==> src/hdl/dtq_pkg.sv <==
// Package with the types and constants of the deadline timer queue.
`timescale 1ns / 1ps
package dtq_pkg;
    localparam int QUEUE_DEPTH = 16;
    localparam int ID_BITS = 8;
    localparam int CNT_W = $clog2(QUEUE_DEPTH + 1);

    localparam logic [2:0] ACT_TICK = 3'd0;
    localparam logic [2:0] ACT_REQUEST = 3'd1;
    localparam logic [2:0] ACT_CANCEL = 3'd2;
    localparam logic [2:0] ACT_START = 3'd3;
    localparam logic [2:0] ACT_STOP = 3'd4;
    localparam logic [2:0] ACT_READ = 3'd5;

    localparam logic [3:0] ST_ACCEPTED = 4'd0;
    localparam logic [3:0] ST_PAST = 4'd1;
    localparam logic [3:0] ST_STALE = 4'd2;
    localparam logic [3:0] ST_FIRED = 4'd3;
    localparam logic [3:0] ST_CANCELLED = 4'd4;
    localparam logic [3:0] ST_NOT_PENDING = 4'd5;
    localparam logic [3:0] ST_NOT_STARTED = 4'd6;
    localparam logic [3:0] ST_FULL = 4'd7;
    localparam logic [3:0] ST_DUPLICATE = 4'd8;
    localparam logic [3:0] ST_TIME_READ = 4'd9;

    typedef struct packed {
        logic [2:0]  action;
        logic [7:0]  request_id;
        logic [31:0] delay_ticks;
        logic [63:0] absolute_deadline;
        logic [7:0]  request_revision;
    } t_in_item;

    typedef struct packed {
        logic [3:0]  status;
        logic [7:0]  result_id;
        logic [63:0] time_now;
        logic        counter_running;
        logic        last;
    } t_out_item;

    typedef struct packed {
        logic               ins;
        logic               del;
        logic [63:0]        dl;
        logic [ID_BITS-1:0] id;
    } t_cell_cmd;
endpackage

==> src/hdl/dtq_cell.sv <==
// One cell of the sorted chain: holds one entry and shifts on insert or removal.
`timescale 1ns / 1ps
module dtq_cell (
    input  logic                          i_clk,
    input  logic                          i_rst_n,
    input  dtq_pkg::t_cell_cmd            i_cmd,
    input  logic                          i_prev_valid,
    input  logic                          i_prev_le,
    input  logic                          i_prev_hit,
    input  logic [63:0]                   i_prev_dl,
    input  logic [dtq_pkg::ID_BITS-1:0]   i_prev_id,
    input  logic                          i_next_valid,
    input  logic [63:0]                   i_next_dl,
    input  logic [dtq_pkg::ID_BITS-1:0]   i_next_id,
    output logic                          o_valid,
    output logic                          o_le,
    output logic                          o_hit,
    output logic [63:0]                   o_dl,
    output logic [dtq_pkg::ID_BITS-1:0]   o_id
);
    import dtq_pkg::*;
    logic r_valid;
    logic [63:0] r_dl;
    logic [ID_BITS-1:0] r_id;
    logic le;
    logic hit_here;

    assign le = r_valid && (r_dl <= i_cmd.dl);
    assign hit_here = r_valid && (r_id == i_cmd.id) && !i_prev_hit;
    assign o_le = le;
    assign o_hit = i_prev_hit || hit_here;
    assign o_valid = r_valid;
    assign o_dl = r_dl;
    assign o_id = r_id;

    always_ff @(posedge i_clk) begin
        if (!i_rst_n) begin
            r_valid <= 1'b0;
        end else if (i_cmd.ins) begin
            if (!le) begin
                r_valid <= i_prev_valid || r_valid || i_prev_le;
                if (i_prev_le) begin
                    r_dl <= i_cmd.dl;
                    r_id <= i_cmd.id;
                end else begin
                    r_dl <= i_prev_dl;
                    r_id <= i_prev_id;
                end
            end
        end else if (i_cmd.del && o_hit) begin
            r_valid <= i_next_valid;
            r_dl <= i_next_dl;
            r_id <= i_next_id;
        end
    end
endmodule

==> config.mk <==
export PLATFORM = sky130hd
export DESIGN_NAME = dtq_cell
export DESIGN_NICKNAME = d
export VERILOG_FILES = /design/src/hdl/dtq_pkg.sv /design/src/hdl/dtq_cell.sv
export SDC_FILE = /design/constraint.sdc
export NUM_CORES = 1
export LEC_CHECK = 0
export BUFFER_PORTS_ARGS = -buffer_cell sky130_fd_sc_hd__buf_2
export CORE_ASPECT_RATIO = 0.5
export CORE_MARGIN = 10
export CORE_UTILIZATION = 35
export CTS_CLUSTER_SIZE = 25
export DETAILED_ROUTE_END_ITERATION = 10
export GPL_TIMING_DRIVEN = 1
export PLACE_DENSITY_LB_ADDON = 0.3
export SYNTH_ARGS = -nofsm -noshare
export SYNTH_HDL_FRONTEND = slang
export SYNTH_SLANG_ARGS = --single-unit
==> constraint.sdc <==
create_clock -name i_clk -period 4.3 [get_ports i_clk]
set_clock_uncertainty 0.1 [all_clocks]
set_input_delay 0.86 -clock i_clk [delete_from_list [all_inputs] [get_ports i_clk]]
set_output_delay 0.86 -clock i_clk [all_outputs]
set_load 0.02 [all_outputs]
[Yosys cells after proc, flatten, opt, wreduce, memory -nomap -nowiden]
Index checks and enable logic that the tools add are counted.
Storage, ports and cells
  register bits: 73
  input bits: 224
  output and inout bits: 75
  word-level logic and storage cells: 28
Operators by class
  magnitude comparators: 1
  eq/ne operators: 2
  muxes and demuxes: 11
  reduce and logical (&&, ||, !) cells: 11
Operator list (count)
  2-to-1 mux 64 bit: 4
  less-or-equal comparator 64 bit: 1
  2-to-1 mux 8 bit: 4
  equality test 8 bit: 1
  logical AND 1 bit: 4
  logical OR 1 bit: 3
  2-to-1 mux 1 bit: 3
  AND reduction 3 bit: 1
  inequality test 2 bit, second input constant: 1
  AND reduction 2 bit: 1
  nonzero test 2 bit: 1
  zero test 1 bit: 1

[Logic depth before layout (Yosys ltp)]
  word-level depth: 7
  depth in mapped cells: 9
  gate-level depth less buffers: 9

[Worst setup path before layout]
Ideal clock, no wire load.
  path kind: input port to flip-flop
  from: input port i_cmd[47] (netlist name)
  to: register r_dl[0] (netlist: o_dl[0]) (enable)
  setup time: 434 ps
  arrival time: 3890 ps
  data required time: 3766 ps
  path slack: -124 ps
  cell stages on the path: 9
  buffers on the path: 0
  cell sequence: inv_1 -> ha_1 -> nand4_1 -> nor4_2 -> nand2_1 -> or3_1 -> o221a_2 -> nand4_2 -> a41o_1
Between the ends
  cells in the longest elaborated chain, start to end: 4
Ends and longest elaborated chain
  from (decl): RTL line dtq_cell.sv:6  | input dtq_pkg::t_cell_cmd i_cmd,
  less-or-equal comparator 64 bit: RTL line dtq_cell.sv:28  | assign le = r_valid && (r_dl <= i_cmd.dl);
  logical AND 1 bit: RTL line dtq_cell.sv:28
  inequality test 2 bit (no line)
  AND reduction 3 bit (no line)
  to (signal assigned): RTL line dtq_cell.sv:43  | r_dl <= i_cmd.dl;
  to (signal assigned): RTL line dtq_cell.sv:46  | r_dl <= i_prev_dl;
  to (signal assigned): RTL line dtq_cell.sv:52  | r_dl <= i_next_dl;
  to (decl): RTL line dtq_cell.sv:23  | logic [63:0] r_dl;
No other way between the ends.
A chain may end at the register's enable or synchronous reset.

[Worst setup path after layout]
  from: input port i_cmd[22] (netlist name)
  to: output port o_le
Between the ends
  cells in the longest elaborated chain, start to end: 2
Ends and longest elaborated chain
  less-or-equal comparator 64 bit: RTL line dtq_cell.sv:28
  logical AND 1 bit: RTL line dtq_cell.sv:28
  to (decl): RTL line dtq_cell.sv:16  | output logic o_le,
No other way between the ends.

==> impl_results.html <==
<table>
<tr><th>Metric</th><th>Value</th></tr>
<tr><th colspan="2">Final layout</th></tr>
<tr><td>Synthesis-to-finish area growth</td><td>37.0%</td></tr>
<tr><td>Ratio of cells with drive above 1 in the final layout</td><td>0.376</td></tr>
<tr><td>Post-layout instance count excluding filler cells</td><td>1060</td></tr>
<tr><td>Final layout net count</td><td>1139</td></tr>
<tr><td>Final standard cell utilization of the core</td><td>0.487</td></tr>
<tr><td>Fill cell instance count of the final layout</td><td>1515</td></tr>
<tr><td>Ant diodes</td><td>0</td></tr>
<tr><th colspan="2">STA</th></tr>
<tr><td>Max_slew headroom</td><td>0.379</td></tr>
<tr><td>Setup TNS Final</td><td>0 ns</td></tr>
<tr><td>Hold violation total from the final report</td><td>0</td></tr>
<tr><td>Final critical-path share of the clock period</td><td>0.902</td></tr>
<tr><td>Count of pins over their slew limit</td><td>0</td></tr>
<tr><td>Final Setup Violations</td><td>0</td></tr>
<tr><td>Fmax</td><td>258 MHz</td></tr>
<tr><td>Worst-Margin Slew</td><td>0.932 ns</td></tr>
<tr><td>Worst hold margin</td><td>0.436 ns</td></tr>
<tr><td>Unrepaired setup endpoints after global routing</td><td>no</td></tr>
<tr><td>Shortest clock period the worst path allows after layout</td><td>3.88 ns</td></tr>
<tr><th colspan="2">Route</th></tr>
<tr><td>Final ANT Viol Nets</td><td>0</td></tr>
<tr><td>DR vias</td><td>5064</td></tr>
<tr><td>Top routing layer used</td><td>met4</td></tr>
<tr><td>Total Wirelength</td><td>18.3 mm</td></tr>
<tr><td>M1 WL</td><td>7.43 mm</td></tr>
<tr><td>Total met3 wirelength after detailed routing</td><td>952 um</td></tr>
<tr><td>Routed length on met2</td><td>9.69 mm</td></tr>
<tr><td>Vias/cell</td><td>4.78</td></tr>
<tr><td>Starting DRT DRC Count</td><td>177</td></tr>
<tr><td>First-pass DRT Iterations</td><td>4</td></tr>
<tr><td>Routed length per placed instance</td><td>17.2 um</td></tr>
<tr><td>DRC violations left</td><td>0</td></tr>
<tr><th colspan="2">Clock tree</th></tr>
<tr><td>Buffers inserted during post-CTS setup optimization</td><td>0</td></tr>
<tr><td>Post-CTS Resized</td><td>0</td></tr>
<tr><td>Hold-fix buffers, CTS</td><td>0</td></tr>
<tr><td>Clock buffer count from CTS</td><td>9</td></tr>
<tr><td>Clock Tree Root</td><td>sky130_fd_sc_hd__clkbuf_16</td></tr>
<tr><td>Number of H-tree levels</td><td>3</td></tr>
<tr><td>Clock latency at the later pin of the worst-skew pair</td><td>0.33 ns</td></tr>
<tr><td>CTS tree</td><td>yes</td></tr>
<tr><td>Clock transition at the registers of the reported paths</td><td>0.06 ns</td></tr>
<tr><td>Number of clock sinks</td><td>73</td></tr>
<tr><td>Clock Tree Buf Depth</td><td>2</td></tr>
<tr><th colspan="2">Place</th></tr>
<tr><td>Placer Congestion</td><td>0.801</td></tr>
<tr><td>Half-perimeter wire length after placement</td><td>15.4 mm</td></tr>
<tr><td>Placed Cells incl. Taps</td><td>1044</td></tr>
<tr><td>Buffers on Ports</td><td>298</td></tr>
<tr><th colspan="2">Setup path</th></tr>
<tr><td>Largest driver fanout on the critical path</td><td>3</td></tr>
<tr><td>Critical path required time</td><td>3.34 ns</td></tr>
<tr><td>Signal arrival time at the worst endpoint</td><td>2.92 ns</td></tr>
<tr><td>Type of destination of the critical path</td><td>output pin</td></tr>
<tr><td>Startpoint kind of the worst setup timing path</td><td>input port</td></tr>
<tr><td>Type of the worst setup path</td><td>in2out</td></tr>
<tr><th colspan="2">Floorplanning</th></tr>
<tr><td>Die Y-Extent</td><td>108 um</td></tr>
<tr><td>Floorplan Core Area</td><td>0.0153 mm^2</td></tr>
<tr><td>Starting density of the core</td><td>0.355</td></tr>
<tr><td>Std cell rows</td><td>32</td></tr>
<tr><td>Die Span X</td><td>196 um</td></tr>
<tr><td>Floorplan die area</td><td>0.0213 mm^2</td></tr>
<tr><td>Boundary Pins</td><td>299</td></tr>
<tr><th colspan="2">Yosys</th></tr>
<tr><td>Share of Yosys cell area claimed by the top area cell type</td><td>0.397</td></tr>
<tr><td>Post-synthesis sequential element count</td><td>73</td></tr>
<tr><td>Mean cell area of the mapped netlist</td><td>9.70 um^2</td></tr>
<tr><td>Synth cell types</td><td>41</td></tr>
<tr><td>Synthesis Warnings</td><td>0</td></tr>
<tr><td>Sequential fraction of the synthesis area</td><td>0.400</td></tr>
<tr><td>Number of instances in the synthesized netlist</td><td>562</td></tr>
<tr><td>Top area cells in the synthesized netlist</td><td>sky130_fd_sc_hd__edfxtp_1 40%, sky130_fd_sc_hd__ha_1 15%, sky130_fd_sc_hd__mux2i_1 13%</td></tr>
<tr><td>Post-synthesis net count</td><td>850</td></tr>
<tr><td>Top cell type by total area after synthesis</td><td>sky130_fd_sc_hd__edfxtp_1</td></tr>
<tr><td>Synthesized area</td><td>0.00545 mm^2</td></tr>
<tr><th colspan="2">Status</th></tr>
<tr><td>Run status</td><td>completed</td></tr>
<tr><th colspan="2">Global routing</th></tr>
<tr><td>Total overflow reported by the global router</td><td>0</td></tr>
<tr><td>Overall Global Routing Usage</td><td>0.159</td></tr>
<tr><td>Initial antenna violation count</td><td>0</td></tr>
<tr><td>Pin count of the biggest net entering global routing</td><td>95</td></tr>
<tr><td>Number of global-route vias before repair</td><td>5195</td></tr>
<tr><td>Global-route wire length before repair</td><td>27.2 mm</td></tr>
<tr><th colspan="2">Pwr</th></tr>
<tr><td>Cell area power density</td><td>311 mW/mm^2</td></tr>
<tr><td>Worst IR drop on VDD</td><td>144 uV</td></tr>
<tr><td>Leakage</td><td>3.81 nW</td></tr>
<tr><th colspan="2">Job</th></tr>
<tr><td>Number of maximum-capacitance violations</td><td>0</td></tr>
<tr><th colspan="2">Hold path</th></tr>
<tr><td>Class of the worst hold path</td><td>reg2reg</td></tr>
</table>
[state kept, by name, indices dropped and copies added (netlist names)]
name / flops
o_dl: 64
o_id: 8
o_valid: 1
[critical path: stages]
cell and delay [ns]:
sky130_fd_sc_hd__buf_2 0.09, sky130_fd_sc_hd__inv_1 0.04, sky130_fd_sc_hd__ha_1 0.32, sky130_fd_sc_hd__nand4_1 0.15, sky130_fd_sc_hd__or3_1 0.20, sky130_fd_sc_hd__a21oi_1 0.07
sky130_fd_sc_hd__nor4b_1 0.42, sky130_fd_sc_hd__o221a_2 0.28, sky130_fd_sc_hd__nand4_2 0.12, sky130_fd_sc_hd__a21boi_0 0.17, sky130_fd_sc_hd__buf_2 0.20
[placed cells by master, fill, tap and decap left out, types with 2 or more instances in the layout]
cell type,count
sky130_fd_sc_hd__a211oi_1,3
sky130_fd_sc_hd__a21boi_0,2
sky130_fd_sc_hd__a21o_1,6
sky130_fd_sc_hd__a21oi_1,100
sky130_fd_sc_hd__and4_1,3
sky130_fd_sc_hd__buf_12,2
sky130_fd_sc_hd__buf_2,296
sky130_fd_sc_hd__buf_4,5
sky130_fd_sc_hd__bufinv_16,2
sky130_fd_sc_hd__clkbuf_16,9
sky130_fd_sc_hd__clkinv_1,3
sky130_fd_sc_hd__edfxtp_1,72
sky130_fd_sc_hd__ha_1,64
sky130_fd_sc_hd__inv_1,64
sky130_fd_sc_hd__mux2i_1,72
sky130_fd_sc_hd__nand2_1,11
sky130_fd_sc_hd__nand3_1,10
sky130_fd_sc_hd__nand4_1,12
sky130_fd_sc_hd__nand4_2,3
sky130_fd_sc_hd__nor2_1,76
sky130_fd_sc_hd__nor3_1,2
sky130_fd_sc_hd__nor4_1,2
sky130_fd_sc_hd__o21ai_0,6
sky130_fd_sc_hd__or3_1,3
sky130_fd_sc_hd__xor2_1,7
[report_power, final]
| group | total [mW] | internal, mW | switching (mW) |
|---|---|---|---|
| clock network | 0.798 | 0.502 | 0.295 |
| registers | 0.904 | 0.870 | 0.0340 |
| logic | 0.622 | 0.264 | 0.358 |
[synthesized netlist by cell type]
master / n
sky130_fd_sc_hd__a2111oi_0: 1
sky130_fd_sc_hd__a211o_1: 1
sky130_fd_sc_hd__a211oi_1: 3
sky130_fd_sc_hd__a21boi_0: 2
sky130_fd_sc_hd__a21o_1: 6
sky130_fd_sc_hd__a21oi_1: 100
sky130_fd_sc_hd__a221oi_1: 1
sky130_fd_sc_hd__a2bb2oi_1: 1
sky130_fd_sc_hd__a41o_1: 2
sky130_fd_sc_hd__and4_1: 3
sky130_fd_sc_hd__and4bb_1: 1
sky130_fd_sc_hd__buf_1: 1
sky130_fd_sc_hd__buf_2: 7
sky130_fd_sc_hd__buf_6: 2
sky130_fd_sc_hd__clkbuf_1: 15
sky130_fd_sc_hd__dfxtp_1: 1
sky130_fd_sc_hd__edfxtp_1: 72
sky130_fd_sc_hd__ha_1: 64
sky130_fd_sc_hd__inv_1: 64
sky130_fd_sc_hd__mux2i_1: 72
sky130_fd_sc_hd__nand2_1: 11
sky130_fd_sc_hd__nand2b_1: 1
sky130_fd_sc_hd__nand3_1: 10
sky130_fd_sc_hd__nand3b_1: 1
sky130_fd_sc_hd__nand4_1: 12
sky130_fd_sc_hd__nand4_2: 3
sky130_fd_sc_hd__nor2_1: 76
sky130_fd_sc_hd__nor2b_1: 1
sky130_fd_sc_hd__nor3_1: 2
sky130_fd_sc_hd__nor4_1: 2
sky130_fd_sc_hd__nor4_2: 1
sky130_fd_sc_hd__nor4b_1: 1
sky130_fd_sc_hd__o211ai_1: 1
sky130_fd_sc_hd__o21ai_0: 6
sky130_fd_sc_hd__o21bai_1: 1
sky130_fd_sc_hd__o221a_2: 1
sky130_fd_sc_hd__o31ai_1: 1
sky130_fd_sc_hd__or2b_1: 1
sky130_fd_sc_hd__or3_1: 3
sky130_fd_sc_hd__xnor2_1: 1
sky130_fd_sc_hd__xor2_1: 7
[cell families after synthesis]
| group | synth area share |
|---|---|
| AOI/OAI and AO/OA | 0.129 |
| xor gates and xnor gates | 0.0129 |
| adders and majority gates | 0.147 |
| buffers and inverters | 0.0656 |
| DFF | 0.400 |
| muxes | 0.132 |
| and+or+nand+nor | 0.113 |
[through the flow]
stage / total power, mW / setup WS (ns) / instance area (um^2)
floorplan: 1.28 / 0.637 / 5450
global placement: 1.53 / 0.298 / 7160
detailed placement: 1.55 / 0.322 / 7160
CTS: 2.35 / 0.299 / 7470
global route: 2.45 / 0.104 / 7470
finish: 2.32 / 0.420 / 7470
[area by class of cell]
cell class              instances  area, um^2  share of cell area
repair buffers                303        1560               0.209
flip-flops and latches         73        2180               0.292
clock inverters                 7        85.1              0.0114
inverters                      64         240              0.0322
well taps                     204         255              0.0342
multi-input cells             400        2920               0.391
clock buffers                   9         225              0.0302
[path summary, 6_finish.rpt]
check	depth (start not counted)	from	endpoint	slack, ns
hold reg to reg	2	o_valid$_SDFFE_PN0P_	o_valid$_SDFFE_PN0P_	0.44
setup / recovery	11	i_cmd[22]	o_le	0.42
setup reg to reg	9	o_dl[39]$_DFFE_PP_	o_dl[16]$_DFFE_PP_	1.29
hold / removal	2	o_valid$_SDFFE_PN0P_	o_valid$_SDFFE_PN0P_	0.44
[metal layers]
metal  GRT usage  up-vias
met2       0.301      110
met3      0.0377       10
met4      0.0325        0
met1       0.179     2319
li1            -     2625
met5           0        -
Power figures use the tool's default switching activity.
